--- src/ifs_pkg.sv ---
// Shared types, codes and constants of the IPP frame scanner.
package ifs_pkg;

   localparam int MAX_GROUPS    = 16;
   localparam int HEADER_LEN    = 9;
   localparam int RECORD_MIN    = 5;
   localparam int LEN_BYTES     = 2;
   localparam int END_TAG       = 8'h03;
   localparam int MAX_DELIM_TAG = 8'h0f;

   typedef enum logic [3:0] {
      PH_HEADER = 4'd0,
      PH_TAG    = 4'd1,
      PH_NL_HI  = 4'd2,
      PH_NL_LO  = 4'd3,
      PH_NAME   = 4'd4,
      PH_VL_HI  = 4'd5,
      PH_VL_LO  = 4'd6,
      PH_VALUE  = 4'd7,
      PH_DATA   = 4'd8,
      PH_WAIT   = 4'd9,
      PH_IGNORE = 4'd10
   } phase_type;

   typedef enum logic [3:0] {
      CL_HEADER    = 4'd0,
      CL_GROUP_TAG = 4'd1,
      CL_END_TAG   = 4'd2,
      CL_VALUE_TAG = 4'd3,
      CL_NAME_LEN  = 4'd4,
      CL_NAME      = 4'd5,
      CL_VALUE_LEN = 4'd6,
      CL_VALUE     = 4'd7,
      CL_DATA      = 4'd8,
      CL_IGNORED   = 4'd9
   } class_type;

   localparam logic [3:0] ERR_NONE          = 4'd0;
   localparam logic [3:0] ERR_SHORT_HEADER  = 4'd1;
   localparam logic [3:0] ERR_MAJOR_NEG     = 4'd2;
   localparam logic [3:0] ERR_MINOR_NEG     = 4'd3;
   localparam logic [3:0] ERR_OPID_NEG      = 4'd4;
   localparam logic [3:0] ERR_REQID_NEG     = 4'd5;
   localparam logic [3:0] ERR_DELIM_EXP     = 4'd6;
   localparam logic [3:0] ERR_GROUPS        = 4'd7;
   localparam logic [3:0] ERR_END_AT_DELIM  = 4'd8;
   localparam logic [3:0] ERR_RECORD_SHORT  = 4'd9;
   localparam logic [3:0] ERR_VTAG_NEG      = 4'd10;
   localparam logic [3:0] ERR_NLEN_NEG      = 4'd11;
   localparam logic [3:0] ERR_NAME_TRUNC    = 4'd12;
   localparam logic [3:0] ERR_VLEN_NEG      = 4'd13;
   localparam logic [3:0] ERR_VALUE_TRUNC   = 4'd14;

endpackage

--- src/ipp_frame_scanner.sv ---
// Top level of the IPP frame scanner: byte pipeline and scan state machine.

// The scanner takes one frame byte per cycle and returns one classified result per byte,
// so a stream runs at one transaction per clock when the result side does not stall.
// Each byte is captured in an input register and goes through the phase update against
// the scan state into a result register that drives rsp_valid; a stalled result holds
// the byte in the input register. The rate is set by the phase update, which also carries
// the frame state from one byte to the next. A byte with req_is_last ends the frame and
// the next byte starts a new one. fault_code reports the first error on the byte where
// it becomes final; later bytes of that frame are class ignored and repeat the code.
module ipp_frame_scanner
   import ifs_pkg::*;
(
   input  logic       clock,
   input  logic       reset,
   input  logic       req_valid,
   output logic       req_stall,
   input  logic [7:0] req_frame_byte,
   input  logic       req_is_last,
   output logic       rsp_valid,
   input  logic       rsp_stall,
   output logic [3:0] rsp_byte_class,
   output logic [4:0] rsp_group_number,
   output logic [3:0] rsp_fault_code,
   output logic       rsp_frame_done,
   output logic       rsp_frame_good
);

   // pipeline registers
   logic       in_vld_ff, in_vld_in;
   logic [7:0] in_byte_ff;
   logic       in_last_ff;
   logic       out_vld_ff, out_vld_in;
   logic [3:0] out_class_ff;
   logic [4:0] out_group_ff;
   logic [3:0] out_err_ff;
   logic       out_done_ff, out_good_ff;

   // scan state
   phase_type   phase_ff, phase_in;
   logic [3:0]  cnt_ff, cnt_in;
   logic [15:0] pend_ff, pend_in;
   logic [4:0]  groups_ff, groups_in;
   logic [3:0]  held_ff, held_in;
   logic        latched_ff, latched_in;

   logic        out_adv, step;

   // shared decode
   logic [7:0]  b;
   logic        last;
   logic [3:0]  cnt_bump;
   logic [15:0] pend_or, pend_dec;
   logic [3:0]  trunc_code;
   logic        tag_act, fail_hit;
   logic [3:0]  fail_code;
   logic        is_end_tag, is_delim;

   class_type   cls;
   logic [3:0]  err;
   logic        good;

   assign out_adv   = !out_vld_ff || !rsp_stall;
   assign step      = in_vld_ff && out_adv;
   assign req_stall = in_vld_ff && !out_adv;
   assign in_vld_in = req_stall ? in_vld_ff : req_valid;
   assign out_vld_in = out_adv ? in_vld_ff : out_vld_ff;

   assign b    = in_byte_ff;
   assign last = in_last_ff;

   always_comb begin
      cnt_bump   = (cnt_ff == 4'hf) ? cnt_ff : cnt_ff + 4'd1;
      pend_or    = pend_ff | {8'h00, b};
      pend_dec   = (pend_ff != 16'd0) ? pend_ff - 16'd1 : pend_ff;
      trunc_code = (cnt_bump >= 4'(RECORD_MIN - 1)) ? ERR_NAME_TRUNC : ERR_RECORD_SHORT;
      is_end_tag = (b == 8'(END_TAG));
      is_delim   = (b <= 8'(MAX_DELIM_TAG));
   end

   // failure decode, shared by next state and outputs
   always_comb begin
      fail_hit  = 1'b0;
      fail_code = ERR_NONE;
      tag_act   = 1'b0;
      case (phase_ff)
         PH_HEADER: begin
            if (cnt_ff < 4'(HEADER_LEN - 1)) begin
               if (last) begin
                  fail_hit  = 1'b1;
                  fail_code = ERR_SHORT_HEADER;
               end
            end else if (held_ff != ERR_NONE) begin
               fail_hit  = 1'b1;
               fail_code = held_ff;
            end else if (!is_delim) begin
               fail_hit  = 1'b1;
               fail_code = ERR_DELIM_EXP;
            end else begin
               tag_act = 1'b1;
            end
         end
         PH_TAG: tag_act = 1'b1;
         PH_NL_HI, PH_NL_LO, PH_NAME, PH_VL_HI: begin
            if (last) begin
               fail_hit  = 1'b1;
               fail_code = trunc_code;
            end
         end
         PH_VL_LO: begin
            if (last) begin
               fail_hit  = 1'b1;
               fail_code = (pend_or != 16'd0) ? ERR_VALUE_TRUNC : ERR_END_AT_DELIM;
            end
         end
         PH_VALUE: begin
            if (last) begin
               fail_hit  = 1'b1;
               fail_code = (pend_dec != 16'd0) ? ERR_VALUE_TRUNC : ERR_END_AT_DELIM;
            end
         end
         PH_WAIT: begin
            if (pend_dec == 16'd0) begin
               fail_hit  = 1'b1;
               fail_code = held_ff;
            end else if (last) begin
               fail_hit  = 1'b1;
               fail_code = ERR_RECORD_SHORT;
            end
         end
         default: ;
      endcase
      if (tag_act && !is_end_tag) begin
         if (is_delim) begin
            if (groups_ff >= 5'(MAX_GROUPS)) begin
               fail_hit  = 1'b1;
               fail_code = ERR_GROUPS;
            end else if (last) begin
               fail_hit  = 1'b1;
               fail_code = ERR_END_AT_DELIM;
            end
         end else if (last) begin
            fail_hit  = 1'b1;
            fail_code = ERR_RECORD_SHORT;
         end
      end
   end

   // next state, before the end-of-frame clear
   always_comb begin
      phase_in   = phase_ff;
      cnt_in     = cnt_ff;
      pend_in    = pend_ff;
      groups_in  = groups_ff;
      held_in    = held_ff;
      latched_in = latched_ff;
      case (phase_ff)
         PH_HEADER: begin
            if (cnt_ff < 4'(HEADER_LEN - 1) && !last) begin
               if (held_ff == ERR_NONE && b[7]) begin
                  case (cnt_ff)
                     4'd0:    held_in = ERR_MAJOR_NEG;
                     4'd1:    held_in = ERR_MINOR_NEG;
                     4'd2:    held_in = ERR_OPID_NEG;
                     4'd4:    held_in = ERR_REQID_NEG;
                     default: held_in = held_ff;
                  endcase
               end
               cnt_in = cnt_ff + 4'd1;
            end
         end
         PH_NL_HI: begin
            cnt_in = cnt_bump;
            if (!last) begin
               if (b[7]) begin
                  held_in  = ERR_NLEN_NEG;
                  pend_in  = 16'(RECORD_MIN - 1) - {12'd0, cnt_bump};
                  phase_in = PH_WAIT;
               end else begin
                  pend_in  = {b, 8'h00};
                  phase_in = PH_NL_LO;
               end
            end
         end
         PH_NL_LO: begin
            cnt_in  = cnt_bump;
            pend_in = pend_or;
            if (!last) phase_in = (pend_or != 16'd0) ? PH_NAME : PH_VL_HI;
         end
         PH_NAME: begin
            cnt_in  = cnt_bump;
            pend_in = pend_dec;
            if (!last && pend_dec == 16'd0) phase_in = PH_VL_HI;
         end
         PH_VL_HI: begin
            cnt_in = cnt_bump;
            if (!last) begin
               if (b[7]) begin
                  held_in  = ERR_VLEN_NEG;
                  pend_in  = 16'(LEN_BYTES - 1);
                  phase_in = PH_WAIT;
               end else begin
                  pend_in  = {b, 8'h00};
                  phase_in = PH_VL_LO;
               end
            end
         end
         PH_VL_LO: begin
            cnt_in  = cnt_bump;
            pend_in = pend_or;
            if (!last) phase_in = (pend_or != 16'd0) ? PH_VALUE : PH_TAG;
         end
         PH_VALUE: begin
            pend_in = pend_dec;
            if (!last && pend_dec == 16'd0) phase_in = PH_TAG;
         end
         PH_WAIT: pend_in = pend_dec;
         default: ;
      endcase
      if (tag_act) begin
         if (is_end_tag) begin
            if (!last) phase_in = PH_DATA;
         end else if (is_delim) begin
            if (groups_ff < 5'(MAX_GROUPS)) begin
               groups_in = groups_ff + 5'd1;
               if (!last) phase_in = PH_TAG;
            end
         end else begin
            cnt_in = 4'd0;
            if (!last) begin
               if (b[7]) begin
                  held_in  = ERR_VTAG_NEG;
                  pend_in  = 16'(RECORD_MIN - 1);
                  phase_in = PH_WAIT;
               end else begin
                  phase_in = PH_NL_HI;
               end
            end
         end
      end
      if (fail_hit) begin
         held_in    = fail_code;
         latched_in = 1'b1;
         phase_in   = PH_IGNORE;
      end
   end

   // result fields
   always_comb begin
      cls  = CL_IGNORED;
      err  = fail_hit ? fail_code : ERR_NONE;
      good = 1'b0;
      case (phase_ff)
         PH_HEADER: cls = CL_HEADER;
         PH_NL_HI, PH_NL_LO: cls = CL_NAME_LEN;
         PH_NAME:   cls = CL_NAME;
         PH_VL_HI, PH_VL_LO: cls = CL_VALUE_LEN;
         PH_VALUE:  cls = CL_VALUE;
         PH_DATA: begin
            cls  = CL_DATA;
            good = last;
         end
         PH_WAIT:   cls = CL_IGNORED;
         PH_TAG:    cls = CL_IGNORED;
         default: begin
            cls = CL_IGNORED;
            err = latched_ff ? held_ff : ERR_NONE;
         end
      endcase
      if (tag_act) begin
         if (is_end_tag) begin
            cls  = CL_END_TAG;
            good = last;
         end else if (is_delim) begin
            cls = CL_GROUP_TAG;
         end else begin
            cls = CL_VALUE_TAG;
         end
      end
   end

   always_ff @(posedge clock) begin
      if (reset) begin
         in_vld_ff  <= 1'b0;
         out_vld_ff <= 1'b0;
         phase_ff   <= PH_HEADER;
         cnt_ff     <= 4'd0;
         pend_ff    <= 16'd0;
         groups_ff  <= 5'd0;
         held_ff    <= ERR_NONE;
         latched_ff <= 1'b0;
      end else begin
         in_vld_ff  <= in_vld_in;
         out_vld_ff <= out_vld_in;
         if (step) begin
            if (last) begin
               phase_ff   <= PH_HEADER;
               cnt_ff     <= 4'd0;
               pend_ff    <= 16'd0;
               groups_ff  <= 5'd0;
               held_ff    <= ERR_NONE;
               latched_ff <= 1'b0;
            end else begin
               phase_ff   <= phase_in;
               cnt_ff     <= cnt_in;
               pend_ff    <= pend_in;
               groups_ff  <= groups_in;
               held_ff    <= held_in;
               latched_ff <= latched_in;
            end
         end
      end
   end

   always_ff @(posedge clock) begin
      if (!req_stall) begin
         in_byte_ff <= req_frame_byte;
         in_last_ff <= req_is_last;
      end
      if (step) begin
         out_class_ff <= cls;
         out_group_ff <= groups_in;
         out_err_ff   <= err;
         out_done_ff  <= fail_hit || good;
         out_good_ff  <= good;
      end
   end

   assign rsp_valid        = out_vld_ff;
   assign rsp_byte_class   = out_class_ff;
   assign rsp_group_number = out_group_ff;
   assign rsp_fault_code   = out_err_ff;
   assign rsp_frame_done   = out_done_ff;
   assign rsp_frame_good   = out_good_ff;

endmodule

--- config.mk ---
export PLATFORM = sky130hd
export DESIGN_NAME = ipp_frame_scanner
export DESIGN_NICKNAME = d
export VERILOG_FILES = /design/src/ifs_pkg.sv /design/src/ipp_frame_scanner.sv
export SDC_FILE = /design/constraint.sdc
export NUM_CORES = 1
export LEC_CHECK = 0
export ABC_AREA = 1
export BUFFER_PORTS_ARGS = -buffer_cell sky130_fd_sc_hd__clkbuf_2
export CAP_MARGIN = 5
export CORE_MARGIN = 4
export CORE_UTILIZATION = 65
export DETAILED_ROUTE_END_ITERATION = 8
export PLACE_DENSITY = 0.9
export RECOVER_POWER = 50
export SYNTH_ARGS = -nofsm -noshare
export SYNTH_HDL_FRONTEND = slang
export SYNTH_SLANG_ARGS = --single-unit
--- constraint.sdc ---
create_clock -name clock -period 4.88 [get_ports clock]
set_clock_uncertainty 0.2 [all_clocks]
set_input_delay 0.488 -clock clock [delete_from_list [all_inputs] [get_ports clock]]
set_output_delay 0.488 -clock clock [all_outputs]
set_load 0.01 [all_outputs]
==> results of run 1 <==
[per-layer routing]
layer	wire (um)	share of wire, %
met2	5991	45
met4	567	4.3
met1	5408	41
met3	1249	9.5
met5	0	0
[registers in the layout (all words and copies together), names as in the netlist, 4 cells and up]
| signal | count |
|---|---|
| pend_ff | 16 |
| held_ff | 4 |
| b | 8 |
| rsp_byte_class | 4 |
| cnt_ff | 4 |
| groups_ff | 5 |
| rsp_group_number | 5 |
| phase_ff | 4 |
| rsp_fault_code | 4 |
[cells by family (layout without fill, tap and decap cells)]
logic type,count (synthesis),count (layout),share of synthesized area [%]
DFF,60,60,31.97
xor gates and xnor gates,7,7,1.527
AOI/OAI and AO/OA,130,130,18.62
adders and majority gates,7,7,1.943
and+or+nand+nor,337,337,36.75
buffers and inverters,100,130,9.187
[cells in the mapped netlist, types with 2 or more instances]
cell type,n
nor3_2,3
nor2_4,8
nand3_2,3
a21oi_2,5
nor3_1,7
xor2_1,6
ha_1,7
nor4_1,2
o21bai_1,4
nor2_2,11
dfxtp_1,36
inv_2,9
nand2_1,152
a221oi_1,2
buf_2,3
edfxtp_1,24
o211ai_1,20
o21ai_0,32
or2_2,3
nor2_1,69
nand2_2,11
nand4_1,7
a21oi_1,42
inv_1,71
clkbuf_1,10
a211oi_1,3
o21ai_4,2
and2_1,2
nor2_8,4
o2111ai_1,5
a32oi_1,2
buf_6,4
nand3b_1,6
clkinv_1,2
nand2_4,5
nand3_1,41
o32ai_1,3
[metrics by stage]
| step | setup slack [ns] | instance area, sq um | power (mW) |
|---|---|---|---|
| 2_1_floorplan | 2.445 | 4508 | 0.7404 |
| 4_1_cts | 2.004 | 4870 | 1.237 |
| 6_report | 1.373 | 4845 | 1.245 |
| 3_5_place_dp | 2.018 | 4671 | 0.7971 |
| 5_1_grt | 1.132 | 4845 | 1.291 |
| 3_3_place_gp | 2.026 | 4671 | 0.7933 |
[power groups by stage]
stage	sequential, mW	combinational, mW	clock [mW]
global route	0.556	0.259	0.476
floorplan	0.561	0.180	0
finish	0.555	0.237	0.453
CTS	0.554	0.233	0.450
detailed placement	0.565	0.232	0
global placement	0.564	0.229	0
[cell type report]
type | instances | area share, %
Multi-Input combinational cell | 481 | 54.67
Sequential cell | 60 | 29.75
Inverter | 83 | 6.534
Timing Repair Buffer | 31 | 2.867
Clock buffer | 9 | 2.557
Tap cell | 80 | 2.066
Clock inverter | 7 | 1.550
[critical path, cell delays in order, from the launching register on]
cell	delay, ns
dfxtp_1	0.33
nand2_1	0.12
inv_1	0.07
nor2_2	0.07
clkbuf_1	0.91
inv_1	0.18
buf_4	0.32
nor3_2	0.78
nand2_1	0.10
a221oi_1	0.29
[how the worst min path moves through the flow]
stage	cells after the start	to	slack, ns
after floorplan	2	latched_ff	0.24
after global placement	2	groups_ff[3]	0.25
after detailed placement	2	latched_ff	0.27
after CTS	1	b[7]	0.11
after global routing	1	in_last_ff	0.11
final	1	b[7]	0.11
==> out/summary.md, run 1 <==
TritonCTS built the clock tree. The number of cells on the worst reg-to-reg path is 9. The maximum number of pins on one net before global-route repair was 31. The worst-case register-to-register setup slack was 1.37 ns. The detailed router finished its first iteration with 541 violations.

For the number of cells in the design after placement, the log shows 735. The met1 layer usage reported by global route is 43.30%. Compared with the post-synthesis result, the final layout area differs by 7.466%. The worst register-to-register path begins at rsp_valid. For the sequential area share after synthesis, the log shows 31.97%. The average cell area after synthesis came out at 7.033 sq um.

The tools report the beginning of the critical path as rsp_valid. The routed design has 13.22 mm of wire. Routability-driven placement finished with a final weighted congestion of 1.025. The repair_antennas step left the layout with diodes totalling 0. At the end of the flow the core is filled with cells to 71.70%.

The die is 91.28 um tall. After synthesis, the cell types taking the most area are dfxtp_1 16%, edfxtp_1 16%, nand2_1 13%. The run finished, with violations left. Counting I/O delays and the setup requirement, the final critical path takes 3.507 ns. Leaving out fill and tap cells, the most frequent cell in the layout is nand2_1. The number of max-capacitance violations reported was 1. In this run, post-CTS repair resized a total of 0 instances.

The number of nets handed over by synthesis was 661. After floorplanning, the core was sized to cover 6756 sq um. The clock tree root driver cell was clkbuf_8. The synthesized design devotes to its leading area cell type 15.99% of total area. The required time at the endpoint of the critical path was 4.91 ns; the static leakage power was 2.011 nW. The number of flops mapped to enable cells by yosys was 24; the overall die width was 91.28 um. The first detailed-routing pass ran for 6 iterations. The detail route stage leaves a number of antenna-violating nets equal to 0.

Registers take 1441 sq um. The floorplan step defined a die boundary enclosing 8332 sq um. The cell area power density was 257.0 nW/um^2; the routed length per instance was 17.60 um. For this design the total switching power over the nets is 0.3952 mW. The endpoint of the most critical register-to-register path was pend_ff[5]. The final reports fail on max-capacitance violations, max-slew violations. The initial core utilization was 66.72%; the combinational share of power was 19.0%. Across the VDD grid, the largest voltage drop is 0.3167 mV. The post-route netlist has 15.05% of its cells at a drive strength greater than 1. The count of input and output buffers is 29, and the transition time at the pin with the least slew margin is 1.629 ns. The Yosys step of the flow raised 0 warnings. Buffers inserted to repair hold after CTS numbered 0. The cell area that synthesis handed to floorplanning was 4508 sq um.

The global routing stage identified its most utilized layer as met2. Setup violations remaining at the end of the flow were counted as 0. In the final layout, the multi-input gates occupy 2649 sq um.

Clock latency on the worst-skew pair, taken at its later pin, is 0.35 ns. The tightest hold path in the finished design has a slack of 0.1086 ns. The floorplan has 30 rows.

The worst hold-check path type was in -> reg. Net switching is 31.73% of the power. The maximum fanout along the worst path was 30. STA classifies the critical path startpoint as a flop. The clock network burns 36.4% of the power. The worst setup path is of the reg -> reg kind.

The number of buffers between clock root and the deepest sink is 2. The worst hold path begins at req_frame_byte[7]. The sequential share of power was 44.6%. For the overall routing resource usage, the log shows 32.10%.

The remaining routing DRC violations came out at 0. The number of different library cells used by synthesis comes to 52. The post-CTS setup buffer count came out at 0.

Synthesis produced 641 cells. The number of antenna violations at the first check in global routing is 0, and the number of storage elements in the synthesis netlist is 60. The worst setup path is captured at a flop. Of all cell types, the one taking the most synthesized area is dfxtp_1. After the last flow step, the layout net total stands at 686. End of the critical path: pend_ff[5].

The first global-routing pass estimated 21.25 mm of wire. The tools report the number of top-level pins as 30. In this run the tightest slew margin relative to its limit is -8.595%.

The final critical path takes up 71.87% of the cycle. The detailed-route vias per instance was 6.272; the number of H-tree branching levels was 3. Leaving out fill and tap cells, the most frequent cells in the layout are 152 x nand2_1, 71 x inv_1, 69 x nor2_1, 43 x a21oi_1, 41 x nand3_1.

For this run, global-route usage on met3 was measured as 5.385%. For this block, the via count after detailed routing is 4,710. After global routing the overflow that remains totals 0. Number of global-route vias before repair: 4,389. For this run, asynchronously set or reset flops after synthesis account for 0%. Global routing used 50.03% of the available met2 tracks.

Setup total negative slack on the finished layout was measured at 0 ns. The tools report the count of final hold-check violations as 0. The internal portion of the total power is 0.8501 mW. The arrival time reported for the critical path endpoint is 3.54 ns. Setup repair after global routing left no endpoint under its margin.

The layout has 555 filler cells. The CTS clock-pin slew for the worst setup and hold paths was 0.07 ns. The TritonCTS buffer count was 9.

The finished layout holds 751 standard cells, fillers aside. Timing would allow up to 285.1 MHz. In the synthesized netlist the dominant register cell turns out to be dfxtp_1.

Detailed placement finished with a half-perimeter wire length of 9.913 mm. The tools report the clock sink count as 60. The run gives 29 as the final-report max-slew violation count.
Note: power is estimated with default switching activity, not from simulation.
==> inputs of run 2 (changes only) <==
CORE_UTILIZATION = 56   (was 65)
PLACE_DENSITY = 0.83   (was 0.9)
clock period = 3 ns   (was 4.88 ns; I/O delays follow)
==> run 2 against run 1 <==
Net effect: the flow now finishes without violations; clock-buffer cell count stayed put; via count is 0.34% lower; total power is 66% higher; combinational power is 76% higher; largest cell class unchanged.
==> out/summary.md, run 2 (synthesis gave the netlist of run 1 again) <==
The count of final hold-check violations is 0. The wire-length estimate of the detail-placed layout is 10.03 mm. The count of nets left with antenna violations once routing finished came out at 0.

After detailed routing, the number of vias per cell comes to 5.919. In this run the static leakage power is 2.091 nW. The tools report the number of global-route vias before repair as 4,348.

The first global-routing pass estimated 21.78 mm of wire. In the routed design, unresolved DRC markers number 0. The transition time at the pin with the least slew margin came out at 1.174 ns. Along the worst path, the maximum fanout reaches 21.

Leaving out fill and tap cells, the most frequent cell in the layout is nand2_1. TritonCTS built the clock tree. For the worst hold slack, the log shows 0.05147 ns. Clock tree synthesis selected as its root buffer the cell clkbuf_8.

The number of fillers in the final layout is 712. The register with the most flip-flops in the layout has 16 of them. The flow ran to the end, and the final reports show no timing, DRC or antenna violations.

For the relative max-transition margin, the log shows 21.76%. VDD sags by at most 0.3968 mV. Maximum number of pins on one net before global-route repair: 31. Clock-pin slew was measured on the worst setup and hold paths at 0.08 ns. The final cell area excluding filler cells was 5051 sq um; the floorplan die height was 97.72 um. The worst hold path belongs to the class in -> reg. The tools report the element type at the critical path start as a flop.

The final-report max-slew violation count is 0, and the number of top-level pins is 30. The initial core utilization is 58.04%, and the share of the clock period used by the worst path after layout is 93.14%. The kind of critical path is reg -> reg. Global routing used 44.44% of the available met2 tracks. Setup repair after global routing left no endpoint under its margin. The floorplan row count is 32.

The total area inside the core boundary comes to 7767 sq um. The setup violation total in the final timing report was 0; the met1 layer usage reported by global route was 38.06%. The kind of end point of the critical path was a flop. The number of buffers between clock root and the deepest sink was 2. The total overflow left after global routing is 0. Ranked by flip-flop count, first place goes to pend_ff. The congestion estimate from routability-driven global placement came to 0.9717. Buffers inserted during clock tree synthesis total 9. Buffers placed on the I/O ports in this run total 29. In the final layout, the registers with the most flip-flops are pend_ff (16), b (8).

In the layout the commonest cells are 152 x nand2_1, 70 x inv_1, 69 x nor2_1, 41 x nand3_1, 41 x a21oi_1. The cell area reported after detailed placement was 4773 sq um; the arrival time reported for the critical path endpoint was 2.67 ns. Clock latency on the worst-skew pair, taken at its later pin, is 0.34 ns.

In this run the number of H-tree levels came out at 3. The post-synthesis to final-layout area growth came out at 12.05%. In the final layout, the share of cells above drive strength 1 is 16.21%. The detailed router finished its first iteration with 532 violations. The clock sink count is 60, and the cell area power density is 408.9 nW/um^2.

The most crowded layer after global routing is met2. The repair_antennas step left the layout with diodes totalling 0. The die is 97.72 um wide. Across the run, the number of max-cap violations was 0. The number of cells in the design after placement was 767. The logs give 793 for the filler-free cell count of the finished design and 357.9 MHz for the highest attainable clock frequency.

The met3 track utilization from global routing is 6.963%. At the end of the flow, the number of nets in the layout was 706. The number of antenna violations at the first check in global routing was 0. The tools report the required time at the endpoint of the critical path as 2.87 ns.

The worst path in the final design needs a cycle of 2.794 ns, including I/O delays and setup. For this block, the via count after detailed routing is 4,694. The routed length per instance was 17.11 um.

Setup total negative slack on the finished layout was measured at 0 ns. Across every metal layer, demand over resource in global routing totals 28.07%. The area of the die was 9549 sq um. The final layout contains routed wiring with a total length of 13.57 mm.

The pre-antenna-repair detailed-routing pass consisted of 6 iterations.
run 2: final timing paths:
kind	from	to	slack (ns)	depth (start not counted)
min reg2reg	groups_ff[3]	groups_ff[3]	0.29	2
min	rsp_stall	rsp_valid	0.05	3
max	pend_ff[1]	rsp_fault_code[0]	0.21	16
max reg2reg	pend_ff[1]	rsp_fault_code[0]	0.21	16
run 2: critical path, stage by stage, from the launching register on:
cell and delay (ns):
dfxtp_1 0.42, inv_1 0.11, ha_2 0.22, nand2_4 0.13
nor2_8 0.07, nand2_4 0.23, nand2_1 0.09, nand2_1 0.12
inv_1 0.05, nor2_1 0.11, nand2_1 0.07, nor2_2 0.19
nand3_1 0.09, nand3_1 0.09, nand3_1 0.08, nor2_1 0.14
o21ai_0 0.11
run 2: power breakdown:
part	switching (mW)	internal [mW]
Clock	0.364	0.388
Combinational	0.281	0.136
Sequential	0.0216	0.875
Total	0.667	1.40
run 2: final cells by class:
cell class | count | area [sq um] | share of cell area [%]
clock buffers | 9 | 123.9 | 2.452
clock inverters | 7 | 75.07 | 1.486
inverters | 83 | 316.6 | 6.267
multi-input cells | 481 | 2659 | 52.64
flip-flops and latches | 60 | 1441 | 28.54
well taps | 102 | 127.6 | 2.527
repair buffers | 51 | 307.8 | 6.094
run 2: what timing repair did:
item / 4_1_cts / 5_1_grt
buffers inserted: 0 / 0
endpoints found under the setup margin: 0 / 19
hold buffers: 10 / 0
gates resized for setup: 0 / 4
hold endpoints to repair: 10 / 0
run 2: per-stage QoR:
step,setup WS (ns),power (mW),util [%]
global route,0.04180,2.143,65.03
global placement,0.1194,1.304,61.45
detailed placement,0.01597,1.311,61.45
finish,0.2059,2.065,65.03
floorplan,0.5652,1.204,-
CTS,0.003145,2.063,65.30
run 2: layer usage:
| metal | up-vias | wire length, um | part of all wire (%) |
|---|---|---|---|
| met5 | - | 0 | 0 |
| met4 | 0 | 332 | 2.4 |
| met3 | 40 | 1437 | 11 |
| met2 | 284 | 6197 | 46 |
| met1 | 2139 | 5598 | 41 |
| li1 | 2231 | - | - |
==> inputs of run 3 (changes only) <==
CORE_ASPECT_RATIO = 0.7   (was default)
MAX_ROUTING_LAYER = met4   (was default)
==> run 3 against run 2 <==
Net effect: combinational power up 1%; clock-buffer cell count up 1; design area increased by 2.8%; critical path type unchanged; critical endpoint unchanged; largest cell class unchanged; highest routed layer unchanged.
==> out/summary.md, run 3 (synthesis gave the netlist of run 1 again) <==
The initial utilization of the core area, before any placement, comes to 57.52%. Count of final hold-check violations: 0. 30 I/O pins were placed. Measured against its own limit, the worst slew margin works out to 30.46%.

For this run, the total global-route usage over all layers was measured as 32.37%. In this run the power density over the cells is 454.9 nW/um^2. Setup repair after global routing left no endpoint under its margin. Port buffering added 29 buffers. The core area is 7838 sq um, and the routed length per instance is 18.30 um. For this run, the slowest stage of the critical path takes 0.32 ns.

The logs give 0 for the remaining routing DRC violations and 0 for the antenna violation net count after detailed routing. The number of global-route vias before repair came out at 4,457. The tools report the total number of vias as 4,751. The signal on the critical path passes through inv_1 -> ha_2 -> nand2_4 -> nor2_8 -> nand2_4 -> inv_1 -> o21bai_1 -> nand3_1 -> nor2_1 -> nand3_1 -> nand3_1 -> nand3_1 -> nor2_1 -> o21ai_0.

After routing the design area is 5194 sq um. For this block, the initial DRC count from the detailed router was 629. For the number of buffers between clock root and the deepest sink, the log shows 2.

The die covers 9572 sq um. Entering global routing, the biggest net connects 22 pins. Subtracting the final worst setup slack from the clock period gives 2.783 ns.

The cell area reported after detailed placement was 4817 sq um; the overall power consumption was 2.362 mW. The pre-antenna-repair detailed-routing pass consisted of 5 iterations. CTS built an H-tree with a depth of 3.

Static timing analysis puts the maximum clock frequency at 359.3 MHz. The clock drives 60 sinks. The post-synthesis to final-layout area growth works out to 15.21%. Buffers inserted during clock tree synthesis total 9. The transition time at the pin with the least slew margin works out to 1.043 ns. The critical path is of the reg -> reg type. Summed over all layers, the routed wires come to 14.60 mm. The total congestion overflow was 0; the final-report max-slew violation count was 0.

The tool flagged a number of max-cap violations equal to 0. The tools report the element type at the critical path start as a flop. The number of buffers and inverters on the critical path was 2. The largest registers in the layout are pend_ff (16), b (8). Routability-driven placement finished with a final weighted congestion of 1.028. Setup violations remaining at the end of the flow were counted as 0. The post-route netlist has 16.36% of its cells at a drive strength greater than 1. Required time at the endpoint of the critical path: 2.86 ns.

Hold timing on the final database bottoms out at a slack of 0.06168 ns. The flip-flop count of the largest register, all copies and words added came out at 16. TritonCTS built the clock tree. Counting flops per register, the top entry is pend_ff. The most common cell type on the critical path is nand3_1. The kind of end point of the critical path was a flop.

The tools report the clock tree root driver cell as clkbuf_16. Across all register-to-register paths, the minimum setup slack is 0.22 ns. Setup total negative slack on the finished layout was measured at 0 ns. The worst hold path belongs to the class in -> reg. The cell class contributing the biggest share of worst-path delay is simple AND/OR/NAND/NOR gates. Leaving out fill and tap cells, the most frequent cell in the layout is nand2_1.

0 antenna diodes ended up in the layout. The wire-length estimate of the detail-placed layout is 10.97 mm. The die is 83.07 um tall. The flow ran to the end, and the final reports show no timing, DRC or antenna violations.

The first global-routing pass estimated 23.52 mm of wire. STA puts the critical path data arrival time at 2.65 ns. Leaving out fill and tap cells, the most frequent cells in the layout are 152 x nand2_1, 71 x inv_1, 70 x nor2_1, 43 x a21oi_1, 41 x nand3_1. In this run the core area contains 27 standard-cell rows. From left edge to right edge, the die measures 115.2 um.

On the critical path, the stage with the largest delay is an instance of dfxtp_1. For this design the static power due to leakage is 2.166 nW. Share of the clock period used by the worst path after layout: 92.77%.

The maximum fanout along the worst path is 21. For the number of antenna violations at the first check in global routing, the log shows 0. The worst vdd rail ir drop came out at 0.4656 mV.

The detailed-route vias per instance was 5.954. The logs give 0.33 ns for the clock latency on the worst-skew pair and 712 for the post-layout net count. The CTS clock-pin slew for the worst setup and hold paths came out at 0.06 ns.
[run 3: cell types whose count changed in the layout (fill, tap and decap cells not counted), moves of 2 or more]
cell and delta:
clkbuf_8 -9, clkbuf_16 +9, clkinv_2 -2, a21oi_1 +2, a21oi_2 -2, buf_4 +8
[run 3: worst min-delay path: cells and delay by family]
kind	cells	cell delay (ns)
buf+inv	1	0.08
compound gates	1	0.06
simple gates	1	0.09
[run 3: final timing paths]
check / startpoint / endpoint / cells past startpoint
setup reg to reg: pend_ff[0] / rsp_fault_code[0] / 14
hold / removal: rsp_stall / rsp_valid / 3
setup / recovery: pend_ff[0] / rsp_fault_code[0] / 14
hold reg to reg: groups_ff[3] / groups_ff[3] / 2
[run 3: layer usage]
layer  GRT usage (%)  vias to the layer above  part of all wire, %  wire length, um
met4           7.356                        0                  1.3              196
met1           47.73                     2208                   44             6386
met2           42.65                      287                   41             5988
met5               -                        -                    0                0
met3           10.56                       19                   14             2031
li1                -                     2237                    -                -
[run 3: area by class of cell]
class	count	area, sq um
clock buffers	10	229.0
clock inverters	6	72.57
fillers	678	2644
inverters	83	316.6
multi-input cells	481	2649
flip-flops and latches	60	1441
well taps	101	126.4
repair buffers	57	359.1
[run 3: timing repair]
action                     CTS  global route
gates resized for setup      0             1
hold endpoints to repair    10             0
setup endpoints to repair    0             2
hold buffers                10             0
setup buffers                0             0
[run 3: stage by stage]
step	util [%]	worst slack, ns	instances
after floorplan	-	0.5652	641
final	66.27	0.2169	798
after global routing	66.27	0.03842	798
after global placement	61.46	0.3160	772
after detailed placement	61.46	0.2325	772
after CTS	66.59	0.2169	798
[run 3: power breakdown]
part           switching, mW  total [mW]  internal (mW)  leakage, nW
sequential            0.0224       0.899          0.876        0.532
clock                  0.392        1.04          0.650        0.143
combinational          0.283       0.423          0.139         1.49
